### config.mk
export PLATFORM = sky130hd
export DESIGN_NAME = positive_area_trapezoid_integrator
export DESIGN_NICKNAME = d
export VERILOG_FILES = /design/src/design/pati_pkg.sv /design/src/design/pati_mdu.sv /design/src/design/positive_area_trapezoid_integrator.sv
export SDC_FILE = /design/constraint.sdc
export NUM_CORES = 2
export LEC_CHECK = 0
export BUFFER_PORTS_ARGS = -buffer_cell sky130_fd_sc_hd__buf_2
export CAP_MARGIN = 10
export CORE_MARGIN = 2
export CORE_UTILIZATION = 55
export DETAILED_ROUTE_END_ITERATION = 10
export GPL_ROUTABILITY_DRIVEN = 0
export PLACE_DENSITY = 0.71
export SLEW_MARGIN = 10
export SYNTH_ARGS = -nofsm -noshare
export SYNTH_HDL_FRONTEND = slang
export SYNTH_HIERARCHICAL = 1
export SYNTH_SLANG_ARGS = --single-unit
### constraint.sdc
create_clock -name aclk -period 10.4 [get_ports aclk]
set_clock_uncertainty 0.1 [all_clocks]
set_input_delay 1.04 -clock aclk [delete_from_list [all_inputs] [get_ports aclk]]
set_output_delay 1.04 -clock aclk [all_outputs]
set_load 0.005 [all_outputs]
### src/design/pati_pkg.sv
// ----------------------------------------------------------------------------
// pati_pkg
// Shared widths, constants, codes and types for the positive-area trapezoid
// integrator and its multiply/divide unit.
// ----------------------------------------------------------------------------
package pati_pkg;

    // Fixed-point format of samples and registers
    localparam int FRAC_BITS = 16;
    localparam int XW        = 32;

    // Multiply/divide unit operand widths
    localparam int OPA_W     = XW + 1;
    localparam int OPB_W     = 64;
    localparam int PROD_W    = OPA_W + OPB_W;
    localparam int DIV_STEPS = OPB_W;
    localparam int CNT_W     = $clog2(DIV_STEPS);

    // Result fields
    localparam int AREA_W    = 48;
    localparam int STAT_W    = 2;

    // Stream data widths, padded to whole bytes
    localparam int S_TDATA_W = 2 * XW;
    localparam int M_TDATA_W = ((AREA_W + STAT_W + 7) / 8) * 8;
    localparam int M_PAD_W   = M_TDATA_W - AREA_W - STAT_W;

    // Saturation limits
    localparam logic [OPB_W-1:0]        CAP    = (64'd1 << 62) - 64'd1;
    localparam logic signed [OPB_W:0]   ACC_HI = (65'sd1 <<< 62) - 65'sd1;
    localparam logic signed [OPB_W:0]   ACC_LO = -ACC_HI;
    localparam logic signed [OPB_W-1:0] OUT_HI = (64'sd1 <<< (AREA_W - 1)) - 64'sd1;
    localparam logic signed [OPB_W-1:0] OUT_LO = -(64'sd1 <<< (AREA_W - 1));

    // Register reset values: upper limit 0.8, scale 1.0
    localparam logic signed [XW-1:0] UPPER_RESET = XW'((8 * (64'd1 << FRAC_BITS) + 5) / 10);
    localparam logic signed [XW-1:0] SCALE_RESET = XW'(64'd1 << FRAC_BITS);

    // Configuration register indexes
    localparam int CFG_ADDR_W = 2;
    localparam logic [CFG_ADDR_W-1:0] CFG_START_X = 2'd0;
    localparam logic [CFG_ADDR_W-1:0] CFG_UPPER   = 2'd1;
    localparam logic [CFG_ADDR_W-1:0] CFG_SCALE   = 2'd2;

    // Status codes
    localparam logic [STAT_W-1:0] STAT_LIMIT   = 2'd0;
    localparam logic [STAT_W-1:0] STAT_END     = 2'd1;
    localparam logic [STAT_W-1:0] STAT_MISSING = 2'd2;
    localparam logic [STAT_W-1:0] STAT_SAT     = 2'd3;

    // Multiply/divide unit operations
    typedef enum logic [1:0] {
        MD_MUL,     // raw product, no saturation
        MD_SHIFT,   // product >> FRAC_BITS, capped
        MD_DIV      // product / c, capped
    } md_mode_t;

    typedef struct packed {
        logic              start;
        md_mode_t          mode;
        logic [OPA_W-1:0]  a;
        logic [OPB_W-1:0]  b;
        logic [OPB_W-1:0]  c;
    } md_req_t;

    typedef struct packed {
        logic              done;
        logic              sat;
        logic [OPB_W-1:0]  q;
    } md_rsp_t;

    typedef enum logic [2:0] {
        MS_IDLE,
        MS_MUL,
        MS_CHK,
        MS_DIV,
        MS_FIN
    } md_state_t;

    // Curve phase
    typedef enum logic [1:0] {
        PH_SEARCH,
        PH_INTEG,
        PH_DONE
    } phase_t;

    // Top-level sequencer
    typedef enum logic [3:0] {
        ST_IDLE,
        ST_EVAL,
        ST_SQ,
        ST_CROSS,
        ST_TRAP,
        ST_INTERP,
        ST_PART,
        ST_ACC,
        ST_SCALE,
        ST_WAIT,
        ST_OUT
    } seq_state_t;

    // Magnitudes of two's-complement values
    function automatic logic [OPA_W-1:0] mag33(input logic signed [OPA_W-1:0] v);
        return v[OPA_W-1] ? OPA_W'(-v) : OPA_W'(v);
    endfunction

    function automatic logic [OPB_W-1:0] mag64(input logic signed [OPB_W-1:0] v);
        return v[OPB_W-1] ? OPB_W'(-v) : OPB_W'(v);
    endfunction

endpackage

### src/design/pati_mdu.sv
// ----------------------------------------------------------------------------
// pati_mdu
// Shared multiply/divide unit: shift-add multiply of 33- by 64-bit magnitudes;
// a constant shift or a restoring divide may follow, capped at 2^62-1.
// ----------------------------------------------------------------------------
module pati_mdu (
    input  logic              aclk,
    input  logic              aresetn,
    input  pati_pkg::md_req_t req,
    output pati_pkg::md_rsp_t rsp
);
    import pati_pkg::*;

    md_state_t           st_reg, st_next;
    md_mode_t            mode_reg, mode_next;
    logic [PROD_W-1:0]   p_reg, p_next;
    logic [OPB_W-1:0]    b_reg, b_next;
    logic [OPB_W-1:0]    c_reg, c_next;
    logic [OPB_W-1:0]    rem_reg, rem_next;
    logic [CNT_W-1:0]    cnt_reg, cnt_next;
    logic                satp_reg, satp_next;

    logic [OPB_W:0]      mul_sum;
    logic [OPB_W:0]      div_t;
    logic                div_ge;
    logic                hi_ovf;
    logic [PROD_W-1:0]   shf;

    // Step arithmetic
    always_comb begin
        mul_sum = {1'b0, p_reg[PROD_W-1:OPA_W]} + (p_reg[0] ? {1'b0, b_reg} : '0);
        div_t   = {rem_reg, p_reg[OPB_W-1]};
        div_ge  = (div_t >= {1'b0, c_reg});
        hi_ovf  = ({{(OPB_W-OPA_W){1'b0}}, p_reg[PROD_W-1:OPB_W]} >= c_reg);
        shf     = p_reg >> FRAC_BITS;
    end

    // Next state
    always_comb begin
        st_next = st_reg;
        unique case (st_reg)
            MS_IDLE: if (req.start) begin
                st_next = MS_MUL;
            end
            MS_MUL: if (cnt_reg == '0) begin
                st_next = (mode_reg == MD_DIV) ? MS_CHK : MS_FIN;
            end
            MS_CHK:  st_next = hi_ovf ? MS_FIN : MS_DIV;
            MS_DIV: if (cnt_reg == '0) begin
                st_next = MS_FIN;
            end
            MS_FIN:  st_next = MS_IDLE;
            default: st_next = MS_IDLE;
        endcase
    end

    // Datapath and response
    always_comb begin
        mode_next = mode_reg;
        p_next    = p_reg;
        b_next    = b_reg;
        c_next    = c_reg;
        rem_next  = rem_reg;
        cnt_next  = cnt_reg;
        satp_next = satp_reg;
        rsp       = '0;
        unique case (st_reg)
            MS_IDLE: if (req.start) begin
                mode_next = req.mode;
                p_next    = {{OPB_W{1'b0}}, req.a};
                b_next    = req.b;
                c_next    = req.c;
                cnt_next  = CNT_W'(OPA_W - 1);
                satp_next = 1'b0;
            end
            MS_MUL: begin
                p_next   = {mul_sum, p_reg[OPA_W-1:1]};
                cnt_next = cnt_reg - 1'b1;
            end
            MS_CHK: begin
                if (hi_ovf) begin
                    p_next[OPB_W-1:0] = CAP;
                    satp_next         = 1'b1;
                end else begin
                    rem_next = {{(OPB_W-OPA_W){1'b0}}, p_reg[PROD_W-1:OPB_W]};
                    cnt_next = CNT_W'(DIV_STEPS - 1);
                end
            end
            MS_DIV: begin
                rem_next          = div_ge ? OPB_W'(div_t - {1'b0, c_reg}) : div_t[OPB_W-1:0];
                p_next[OPB_W-1:0] = {p_reg[OPB_W-2:0], div_ge};
                cnt_next          = cnt_reg - 1'b1;
            end
            MS_FIN: begin
                rsp.done = 1'b1;
                unique case (mode_reg)
                    MD_MUL: begin
                        rsp.q = p_reg[OPB_W-1:0];
                    end
                    MD_SHIFT: begin
                        rsp.sat = (shf > {{(PROD_W-OPB_W){1'b0}}, CAP});
                        rsp.q   = rsp.sat ? CAP : shf[OPB_W-1:0];
                    end
                    MD_DIV: begin
                        rsp.sat = satp_reg || (p_reg[OPB_W-1:0] > CAP);
                        rsp.q   = rsp.sat ? CAP : p_reg[OPB_W-1:0];
                    end
                    default: rsp.q = '0;
                endcase
            end
            default: ;
        endcase
    end

    // Control state
    always_ff @(posedge aclk) begin
        if (!aresetn) begin
            st_reg <= MS_IDLE;
        end else begin
            st_reg <= st_next;
        end
    end

    // Operands and partial results
    always_ff @(posedge aclk) begin
        mode_reg <= mode_next;
        p_reg    <= p_next;
        b_reg    <= b_next;
        c_reg    <= c_next;
        rem_reg  <= rem_next;
        cnt_reg  <= cnt_next;
        satp_reg <= satp_next;
    end

endmodule

### src/design/positive_area_trapezoid_integrator.sv
// ----------------------------------------------------------------------------
// positive_area_trapezoid_integrator
// Integrates the positive part of a streamed (x, y) curve with trapezoids,
// zero-crossing triangles and an interpolated final segment, then scales.
// ----------------------------------------------------------------------------
//  Channel  Direction  Handshake          Contents
//  s_       in         tvalid/tready      tdata: sample_x, sample_y; tlast
//  m_       out        tvalid/tready      tdata: area, status
//  cfg_     in         cfg_wr_en          cfg_addr, cfg_wdata (start_x,
//                                         upper_limit, scale)
//
//  One sample at a time: s_tready is high only while the sequencer is idle.
//  A skipped sample is only checked; a trapezoid takes one multiply, a zero
//  crossing a multiply and a multiply-divide; closing a curve adds a scaling
//  multiply and the result load, and the final interpolated segment takes a
//  multiply-divide and a multiply. Every product and quotient runs through
//  one shift-add/restoring-divide unit. A result sits in the output register
//  while the next sample is taken; a sample that ends in a result waits while
//  that register is still full. Reset is synchronous and active low.
// ----------------------------------------------------------------------------
module positive_area_trapezoid_integrator (
    input  logic                               aclk,
    input  logic                               aresetn,
    // sample word
    input  logic                               s_tvalid,
    output logic                               s_tready,
    input  logic [pati_pkg::S_TDATA_W-1:0]     s_tdata,   // [31:0] sample_x, [63:32] sample_y
    input  logic                               s_tlast,   // last_sample
    // result word
    output logic                               m_tvalid,
    input  logic                               m_tready,
    output logic [pati_pkg::M_TDATA_W-1:0]     m_tdata,   // [47:0] area, [49:48] status
    // register writes
    input  logic                               cfg_wr_en,
    input  logic [pati_pkg::CFG_ADDR_W-1:0]    cfg_addr,
    input  logic [pati_pkg::XW-1:0]            cfg_wdata
);
    import pati_pkg::*;

    seq_state_t                state_reg, state_next;
    seq_state_t                ret_reg, ret_next;
    phase_t                    phase_reg, phase_next;

    logic signed [XW-1:0]      start_x_reg, upper_reg, scale_reg;
    logic signed [XW-1:0]      prev_x_reg, prev_x_next;
    logic signed [XW-1:0]      prev_y_reg, prev_y_next;
    logic signed [OPB_W-1:0]   acc_reg, acc_next;
    logic                      sat_reg, sat_next;

    logic signed [XW-1:0]      x1_reg, x1_next;
    logic signed [XW-1:0]      y1_reg, y1_next;
    logic                      last_reg, last_next;
    logic signed [XW-1:0]      y0_reg, y0_next;
    logic signed [OPA_W-1:0]   dx_reg, dx_next;
    logic signed [OPA_W-1:0]   alim_reg, alim_next;
    logic signed [OPB_W-1:0]   tmp_reg, tmp_next;
    logic                      neg_reg, neg_next;
    logic                      emit_reg, emit_next;
    logic [STAT_W-1:0]         stat_reg, stat_next;

    logic [AREA_W-1:0]         area_reg, area_next;
    logic [STAT_W-1:0]         status_reg, status_next;
    logic                      m_tvalid_reg, m_tvalid_next;

    md_req_t                   md_req;
    md_rsp_t                   md_rsp;

    logic signed [OPA_W-1:0]   eval_dx, eval_alim;
    logic                      start_hit, below_limit, any_pos, crossing;
    logic signed [OPA_W-1:0]   ysum, ydiff, ygap;
    logic signed [XW-1:0]      yp, yn;
    logic signed [OPB_W-1:0]   psum;
    logic signed [OPB_W:0]     acc_sum;
    logic                      out_free, out_ovf;
    logic signed [OPB_W-1:0]   out_val;

    pati_mdu u_mdu (
        .aclk    (aclk),
        .aresetn (aresetn),
        .req     (md_req),
        .rsp     (md_rsp)
    );

    // Segment terms and checks
    always_comb begin
        eval_dx     = {x1_reg[XW-1], x1_reg} - {prev_x_reg[XW-1], prev_x_reg};
        eval_alim   = {upper_reg[XW-1], upper_reg} - {prev_x_reg[XW-1], prev_x_reg};
        start_hit   = (x1_reg == start_x_reg);
        below_limit = (x1_reg < upper_reg);
        any_pos     = (prev_y_reg > 0) || (y1_reg > 0);
        crossing    = prev_y_reg[XW-1] || y1_reg[XW-1];

        ysum  = {y0_reg[XW-1], y0_reg} + {y1_reg[XW-1], y1_reg};
        ydiff = {y1_reg[XW-1], y1_reg} - {y0_reg[XW-1], y0_reg};
        yp    = y0_reg[XW-1] ? y1_reg : y0_reg;
        yn    = y0_reg[XW-1] ? y0_reg : y1_reg;
        ygap  = {yp[XW-1], yp} - {yn[XW-1], yn};
        psum  = tmp_reg + $signed({{(OPB_W-XW-1){y0_reg[XW-1]}}, y0_reg, 1'b0});

        acc_sum  = {acc_reg[OPB_W-1], acc_reg} + {tmp_reg[OPB_W-1], tmp_reg};
        out_free = !m_tvalid_reg || m_tready;

        out_ovf = 1'b1;
        if (tmp_reg > OUT_HI) begin
            out_val = OUT_HI;
        end else if (tmp_reg < OUT_LO) begin
            out_val = OUT_LO;
        end else begin
            out_val = tmp_reg;
            out_ovf = 1'b0;
        end
    end

    // Sequencer next state
    always_comb begin
        state_next = state_reg;
        ret_next   = ret_reg;
        unique case (state_reg)
            ST_IDLE: if (s_tvalid) begin
                state_next = ST_EVAL;
            end
            ST_EVAL: begin
                priority if (phase_reg == PH_SEARCH) begin
                    if (start_hit) begin
                        state_next = last_reg ? ST_SCALE : ST_IDLE;
                    end else begin
                        state_next = last_reg ? ST_OUT : ST_IDLE;
                    end
                end else if (phase_reg == PH_INTEG) begin
                    if (below_limit) begin
                        if (any_pos) begin
                            state_next = crossing ? ST_SQ : ST_TRAP;
                        end else begin
                            state_next = last_reg ? ST_SCALE : ST_IDLE;
                        end
                    end else begin
                        state_next = (eval_dx == '0) ? ST_PART : ST_INTERP;
                    end
                end else begin
                    state_next = ST_IDLE;
                end
            end
            ST_SQ: begin
                ret_next   = ST_CROSS;
                state_next = ST_WAIT;
            end
            ST_CROSS, ST_TRAP, ST_PART: begin
                ret_next   = ST_ACC;
                state_next = ST_WAIT;
            end
            ST_INTERP: begin
                ret_next   = ST_PART;
                state_next = ST_WAIT;
            end
            ST_SCALE: begin
                ret_next   = ST_OUT;
                state_next = ST_WAIT;
            end
            ST_WAIT: if (md_rsp.done) begin
                state_next = ret_reg;
            end
            ST_ACC:  state_next = emit_reg ? ST_SCALE : ST_IDLE;
            ST_OUT: if (out_free) begin
                state_next = ST_IDLE;
            end
            default: state_next = ST_IDLE;
        endcase
    end

    // Sequencer outputs and datapath
    always_comb begin
        phase_next    = phase_reg;
        prev_x_next   = prev_x_reg;
        prev_y_next   = prev_y_reg;
        acc_next      = acc_reg;
        sat_next      = sat_reg;
        x1_next       = x1_reg;
        y1_next       = y1_reg;
        last_next     = last_reg;
        y0_next       = y0_reg;
        dx_next       = dx_reg;
        alim_next     = alim_reg;
        tmp_next      = tmp_reg;
        neg_next      = neg_reg;
        emit_next     = emit_reg;
        stat_next     = stat_reg;
        area_next     = area_reg;
        status_next   = status_reg;
        m_tvalid_next = m_tvalid_reg && !m_tready;
        md_req        = '0;
        s_tready      = 1'b0;

        unique case (state_reg)
            ST_IDLE: begin
                s_tready = 1'b1;
                if (s_tvalid) begin
                    x1_next   = s_tdata[XW-1:0];
                    y1_next   = s_tdata[2*XW-1:XW];
                    last_next = s_tlast;
                end
            end
            ST_EVAL: begin
                dx_next   = eval_dx;
                alim_next = eval_alim;
                y0_next   = prev_y_reg;
                priority if (phase_reg == PH_SEARCH) begin
                    if (start_hit) begin
                        prev_x_next = x1_reg;
                        prev_y_next = y1_reg;
                        acc_next    = '0;
                        sat_next    = 1'b0;
                        phase_next  = PH_INTEG;
                        stat_next   = STAT_END;
                    end else begin
                        tmp_next  = '0;
                        stat_next = STAT_MISSING;
                    end
                end else if (phase_reg == PH_INTEG) begin
                    if (below_limit) begin
                        prev_x_next = x1_reg;
                        prev_y_next = y1_reg;
                        emit_next   = last_reg;
                        stat_next   = STAT_END;
                    end else begin
                        tmp_next   = '0;
                        emit_next  = 1'b1;
                        stat_next  = STAT_LIMIT;
                        phase_next = PH_DONE;
                    end
                end else begin
                    phase_next = phase_reg;
                end
                // end of curve rearms the search
                if (last_reg) begin
                    phase_next = PH_SEARCH;
                end
            end
            // y^2 of the positive end of a crossing segment
            ST_SQ: begin
                md_req.start = 1'b1;
                md_req.mode  = MD_MUL;
                md_req.a     = mag33({yp[XW-1], yp});
                md_req.b     = OPB_W'(mag33({yp[XW-1], yp}));
                neg_next     = 1'b0;
            end
            // triangle above zero: dx*yp^2 / (yp-yn)
            ST_CROSS: begin
                md_req.start = 1'b1;
                md_req.mode  = MD_DIV;
                md_req.a     = mag33(dx_reg);
                md_req.b     = tmp_reg;
                md_req.c     = OPB_W'(ygap) << FRAC_BITS;
                neg_next     = dx_reg[OPA_W-1];
            end
            // trapezoid: dx*(y0+y1)
            ST_TRAP: begin
                md_req.start = 1'b1;
                md_req.mode  = MD_SHIFT;
                md_req.a     = mag33(dx_reg);
                md_req.b     = OPB_W'(mag33(ysum));
                neg_next     = dx_reg[OPA_W-1] ^ ysum[OPA_W-1];
            end
            // interpolated rise up to the limit
            ST_INTERP: begin
                md_req.start = 1'b1;
                md_req.mode  = MD_DIV;
                md_req.a     = mag33(ydiff);
                md_req.b     = OPB_W'(mag33(alim_reg));
                md_req.c     = OPB_W'(mag33(dx_reg));
                neg_next     = ydiff[OPA_W-1] ^ alim_reg[OPA_W-1] ^ dx_reg[OPA_W-1];
            end
            // partial segment: a*(2*y0 + rise)
            ST_PART: begin
                md_req.start = 1'b1;
                md_req.mode  = MD_SHIFT;
                md_req.a     = mag33(alim_reg);
                md_req.b     = mag64(psum);
                neg_next     = alim_reg[OPA_W-1] ^ psum[OPB_W-1];
            end
            // output scaling
            ST_SCALE: begin
                md_req.start = 1'b1;
                md_req.mode  = MD_SHIFT;
                md_req.a     = mag33({scale_reg[XW-1], scale_reg});
                md_req.b     = mag64(acc_reg);
                neg_next     = scale_reg[XW-1] ^ acc_reg[OPB_W-1];
            end
            ST_WAIT: if (md_rsp.done) begin
                tmp_next = neg_reg ? -$signed(md_rsp.q) : $signed(md_rsp.q);
                sat_next = sat_reg | md_rsp.sat;
            end
            // saturating accumulate
            ST_ACC: begin
                if (acc_sum > ACC_HI) begin
                    acc_next = ACC_HI[OPB_W-1:0];
                    sat_next = 1'b1;
                end else if (acc_sum < ACC_LO) begin
                    acc_next = ACC_LO[OPB_W-1:0];
                    sat_next = 1'b1;
                end else begin
                    acc_next = acc_sum[OPB_W-1:0];
                end
            end
            // load the output register once it is free
            ST_OUT: if (out_free) begin
                area_next     = out_val[AREA_W-1:0];
                m_tvalid_next = 1'b1;
                if (stat_reg == STAT_MISSING) begin
                    status_next = STAT_MISSING;
                end else begin
                    sat_next    = sat_reg | out_ovf;
                    status_next = (sat_reg || out_ovf) ? STAT_SAT : stat_reg;
                end
            end
            default: ;
        endcase
    end

    // Register writes
    always_ff @(posedge aclk) begin
        if (!aresetn) begin
            start_x_reg <= '0;
            upper_reg   <= UPPER_RESET;
            scale_reg   <= SCALE_RESET;
        end else if (cfg_wr_en) begin
            unique case (cfg_addr)
                CFG_START_X: start_x_reg <= cfg_wdata;
                CFG_UPPER:   upper_reg   <= cfg_wdata;
                CFG_SCALE:   scale_reg   <= cfg_wdata;
                default: ;
            endcase
        end
    end

    // Control and curve state
    always_ff @(posedge aclk) begin
        if (!aresetn) begin
            state_reg    <= ST_IDLE;
            ret_reg      <= ST_IDLE;
            phase_reg    <= PH_SEARCH;
            prev_x_reg   <= '0;
            prev_y_reg   <= '0;
            acc_reg      <= '0;
            sat_reg      <= 1'b0;
            m_tvalid_reg <= 1'b0;
        end else begin
            state_reg    <= state_next;
            ret_reg      <= ret_next;
            phase_reg    <= phase_next;
            prev_x_reg   <= prev_x_next;
            prev_y_reg   <= prev_y_next;
            acc_reg      <= acc_next;
            sat_reg      <= sat_next;
            m_tvalid_reg <= m_tvalid_next;
        end
    end

    // Working registers and output word
    always_ff @(posedge aclk) begin
        x1_reg     <= x1_next;
        y1_reg     <= y1_next;
        last_reg   <= last_next;
        y0_reg     <= y0_next;
        dx_reg     <= dx_next;
        alim_reg   <= alim_next;
        tmp_reg    <= tmp_next;
        neg_reg    <= neg_next;
        emit_reg   <= emit_next;
        stat_reg   <= stat_next;
        area_reg   <= area_next;
        status_reg <= status_next;
    end

    assign m_tvalid = m_tvalid_reg;
    assign m_tdata  = {{M_PAD_W{1'b0}}, status_reg, area_reg};

endmodule
==> flow_summary_export.csv <==
group,metric,value,unit
detailed_routing,drt_wl_total,258000,um
detailed_routing,routedWlPerCell,26.0,um
timing,rsz0062_at_grt,"no",
timing,hold_viol,0,
setup_path,critPathSlowestCell,"buf_4",
placed_design,dp_hpwl,200000,um
setup_path,worstPathMaxFanout,68,
logic_synthesis,synthCells,8327,
timing,maxSlewViolCount,0,
logic_synthesis,synth_area,0.0694,mm2
timing,post-route-period-util,61.4,%
timing,tightest_slew,1.29,ns
timing,finalSetupViolations,0,
logic_synthesis,synth_edf_count,579,
cts,postCtsResizedCells,0,
logic_synthesis,async_reset_ff_share,0,%
die,start_util,55.3,%
grt,grt_pass1_wl,382000,um
timing,timing.setup.tns,0,ns
cts,cts.reportedPaths.clkPinSlew,0.08,ns
layout,final_cells,9948,
die,die_height,359,um
detailed_routing,ant_nets,0,
placed_design,dpl.cell_count,9762,
detailed_routing,viasPerCell,6.80,
die,coreArea,0.125,mm2
layout,drive_above_1_share,6.09,%
setup_path,crit_chain,"buf_4 > buf_4 > mux2i_1 > inv_1 > ha_1 > a21o_1 > a21o_1 > a21o_1 > a21o_1 > a21oi_1 > o21ai_0 > a21oi_1 > nor2_1 > a221oi_1 > a21oi_1 > a21o_1 > a21oi_1",
cts,cts.sinks,818,
logic_synthesis,ys_types,109,
setup_path,crit_top_cell,"a21o_1",
cts,cts_setup_buffers,0,
cts,cts_tree,"yes",
flow_run,cap_violations,0,
setup_path,path_class,"flip-flop to flip-flop",
die,io_pins,162,
layout,fillerInstances,11000,
timing,relSlewSlack,12.9,%
power_and_ir_drop,ir_worst_vdd,0.184,mV
logic_synthesis,synth-seq-area-share,32.0,%
layout,multi_input_area,0.0444,mm2
detailed_routing,vias,67700,
layout,final_area,0.0746,mm2
detailed_routing,drt-pass1-iter-count,10,
logic_synthesis,synthFlopType,"edfxtp_1",
hold_path,worst_hold_path_type,"input pin to flip-flop",
timing,min_period,6.39,ns
grt,grt_usage,38.5,%
grt,grt_pass1_vias,61600,
power_and_ir_drop,power,23.8,mW
die,row_count,130,
status,outcome,"completed",
logic_synthesis,synth.avg_cell_area,8.33,um2
die,die-area,0.129,mm2
detailed_routing,drc_errors,0,
setup_path,required,10.72,ns
setup_path,slowest_delay,0.77,ns
cts,htreeDepth,3,
detailed_routing,initialDrtViolationCount,10100,
setup_path,startpoint_type,"flip-flop",
layout,syn_to_final_growth,7.59,%
layout,nets,8815,
logic_synthesis,ys_warn_count,6,
logic_synthesis,synth-seq-cells,818,
cts,holdBufCountCts,0,
die,die_w,359,um
placed_design,port_buffers,155,
power_and_ir_drop,p_per_area,318,mW/mm2
timing,max_freq,157,MHz
layout,largest_register_ffs,97,
cts,worstSkewPairLatency,0.80,ns
grt,antenna_found_initial,14,
placed_design,post_dp_cell_area,0.0712,mm2
grt,grt_max_degree,98,
cts,cts_buffer_depth,3,
layout,final-seq-area,0.0222,mm2
power_and_ir_drop,p_leak,29.4,nW
grt,overflow,0,
cts,cts-root-buf,"clkbuf_16",
setup_path,endpoint_kind,"flip-flop",
setup_path,arrival,6.71,ns
cts,cts_made_buffers,95,
## cell usage after synthesis (25+ instances only)
cell | n | area share, %
inv_1 | 353 | 1.9
o21ai_0 | 586 | 4.2
nand2_1 | 775 | 4.2
nand3_1 | 204 | 1.5
a211o_1 | 25 | 0.32
o21ai_1 | 33 | 0.24
nand4_1 | 112 | 1.0
clkbuf_1 | 398 | 2.2
o22ai_1 | 69 | 0.62
o21a_1 | 73 | 0.79
nor2b_1 | 70 | 0.63
nor3_1 | 168 | 1.2
or2_2 | 35 | 0.32
mux2i_1 | 147 | 2.1
xor2_1 | 347 | 4.4
a21oi_1 | 734 | 5.3
o221ai_1 | 42 | 0.53
nor4_1 | 100 | 0.90
a22oi_1 | 104 | 1.1
nor2_1 | 707 | 3.8
o211ai_1 | 55 | 0.60
dfxtp_1 | 239 | 6.9
and2_1 | 118 | 1.1
xnor2_1 | 375 | 4.7
or4_1 | 40 | 0.43
o41ai_1 | 48 | 0.61
nand2b_1 | 95 | 0.86
o21bai_1 | 59 | 0.64
a21o_1 | 249 | 2.7
a211oi_1 | 83 | 0.90
or3_1 | 97 | 0.87
a221oi_1 | 80 | 1.0
and3_1 | 61 | 0.55
edfxtp_1 | 579 | 25
o31ai_1 | 119 | 1.3
a31oi_1 | 73 | 0.66
ha_1 | 492 | 8.9
## metrics by stage
stage / hold slack (ns) / utilization (%) / setup WS, ns
5_1_grt: 0.296 / 59.5 / 3.57
4_1_cts: 0.295 / 59.5 / 4.21
3_3_place_gp: 0.339 / 56.8 / 4.36
2_1_floorplan: 0.330 / - / 2.82
3_5_place_dp: 0.344 / 56.8 / 4.27
6_report: 0.314 / 59.5 / 4.01
## power by group
group / leakage [nW] / internal [mW] / total [mW] / switching [mW]
registers: 7.38 / 4.72 / 6.04 / 1.33
clock network: 1.59 / 2.08 / 3.62 / 1.54
logic: 20.5 / 5.01 / 14.1 / 9.09
total: 29.4 / 11.8 / 23.8 / 12.0
## placed cells by master, fill, tap and decap left out, types with 70 or more instances in the layout
master,count
a21o_1,249
nor3_1,164
o21ai_0,584
nor2b_1,70
nor2_1,702
mux2i_1,147
inv_1,351
a31oi_1,73
nand2_1,770
a211oi_1,82
a21oi_1,732
xor2_1,347
o31ai_1,118
nor4_1,99
nand4_1,112
nand3_1,204
nand2b_1,94
ha_1,491
and2_1,116
a22oi_1,104
a221oi_1,79
xnor2_1,375
o21a_1,73
edfxtp_1,579
dfxtp_1,237
buf_2,155
clkbuf_16,95
or3_1,97
## final cells by class
type	count	share of cell area (%)
Sequential cell	818	29.7
Multi-Input combinational cell	6718	59.5
Inverter	356	1.80
Tap cell	1650	2.77
Timing Repair Buffer	221	1.70
Antenna cell	8	0.0268
Clock buffer	114	3.37
Clock inverter	63	1.14
## final timing paths
check	startpoint	to	slack, ns	depth (start not counted)
worst min register to register	prev_y_reg[0]	y0_reg[0]	0.35	0
worst max-delay path	y0_reg[31]	u_mdu/c_reg[59]	4.01	17
worst max register to register	y0_reg[31]	u_mdu/c_reg[59]	4.01	17
worst min-delay path	s_tdata[13]	x1_reg[13]	0.31	1
## critical path: cells and delay by family (launching register included)
family	cells	cell delay, ns
flops	1	0.32
mux	1	0.44
fa+ha+maj	1	0.36
buf+inv	3	1.57
compound gates	11	3.08
simple gates	1	0.12
## layer usage
metal / up-vias / GRT usage [%] / part of all wire (%)
met3: 934 / 11.9 / 13
met5: - / 0.703 / 0.11
met2: 4266 / 54.7 / 40
met4: 16 / 25.3 / 8.1
met1: 31900 / 50.3 / 39
li1: 30600 / - / -
## cells by family after synthesis
group	share of synthesized area (%)
simple gates	18.6
compound gates	24.6
flops	32.0
buf+inv	4.37
xor+xnor	9.11
fa+ha+maj	9.13
mux	2.17
other cells	0.00540
Note: power is estimated with default switching activity, not from simulation.
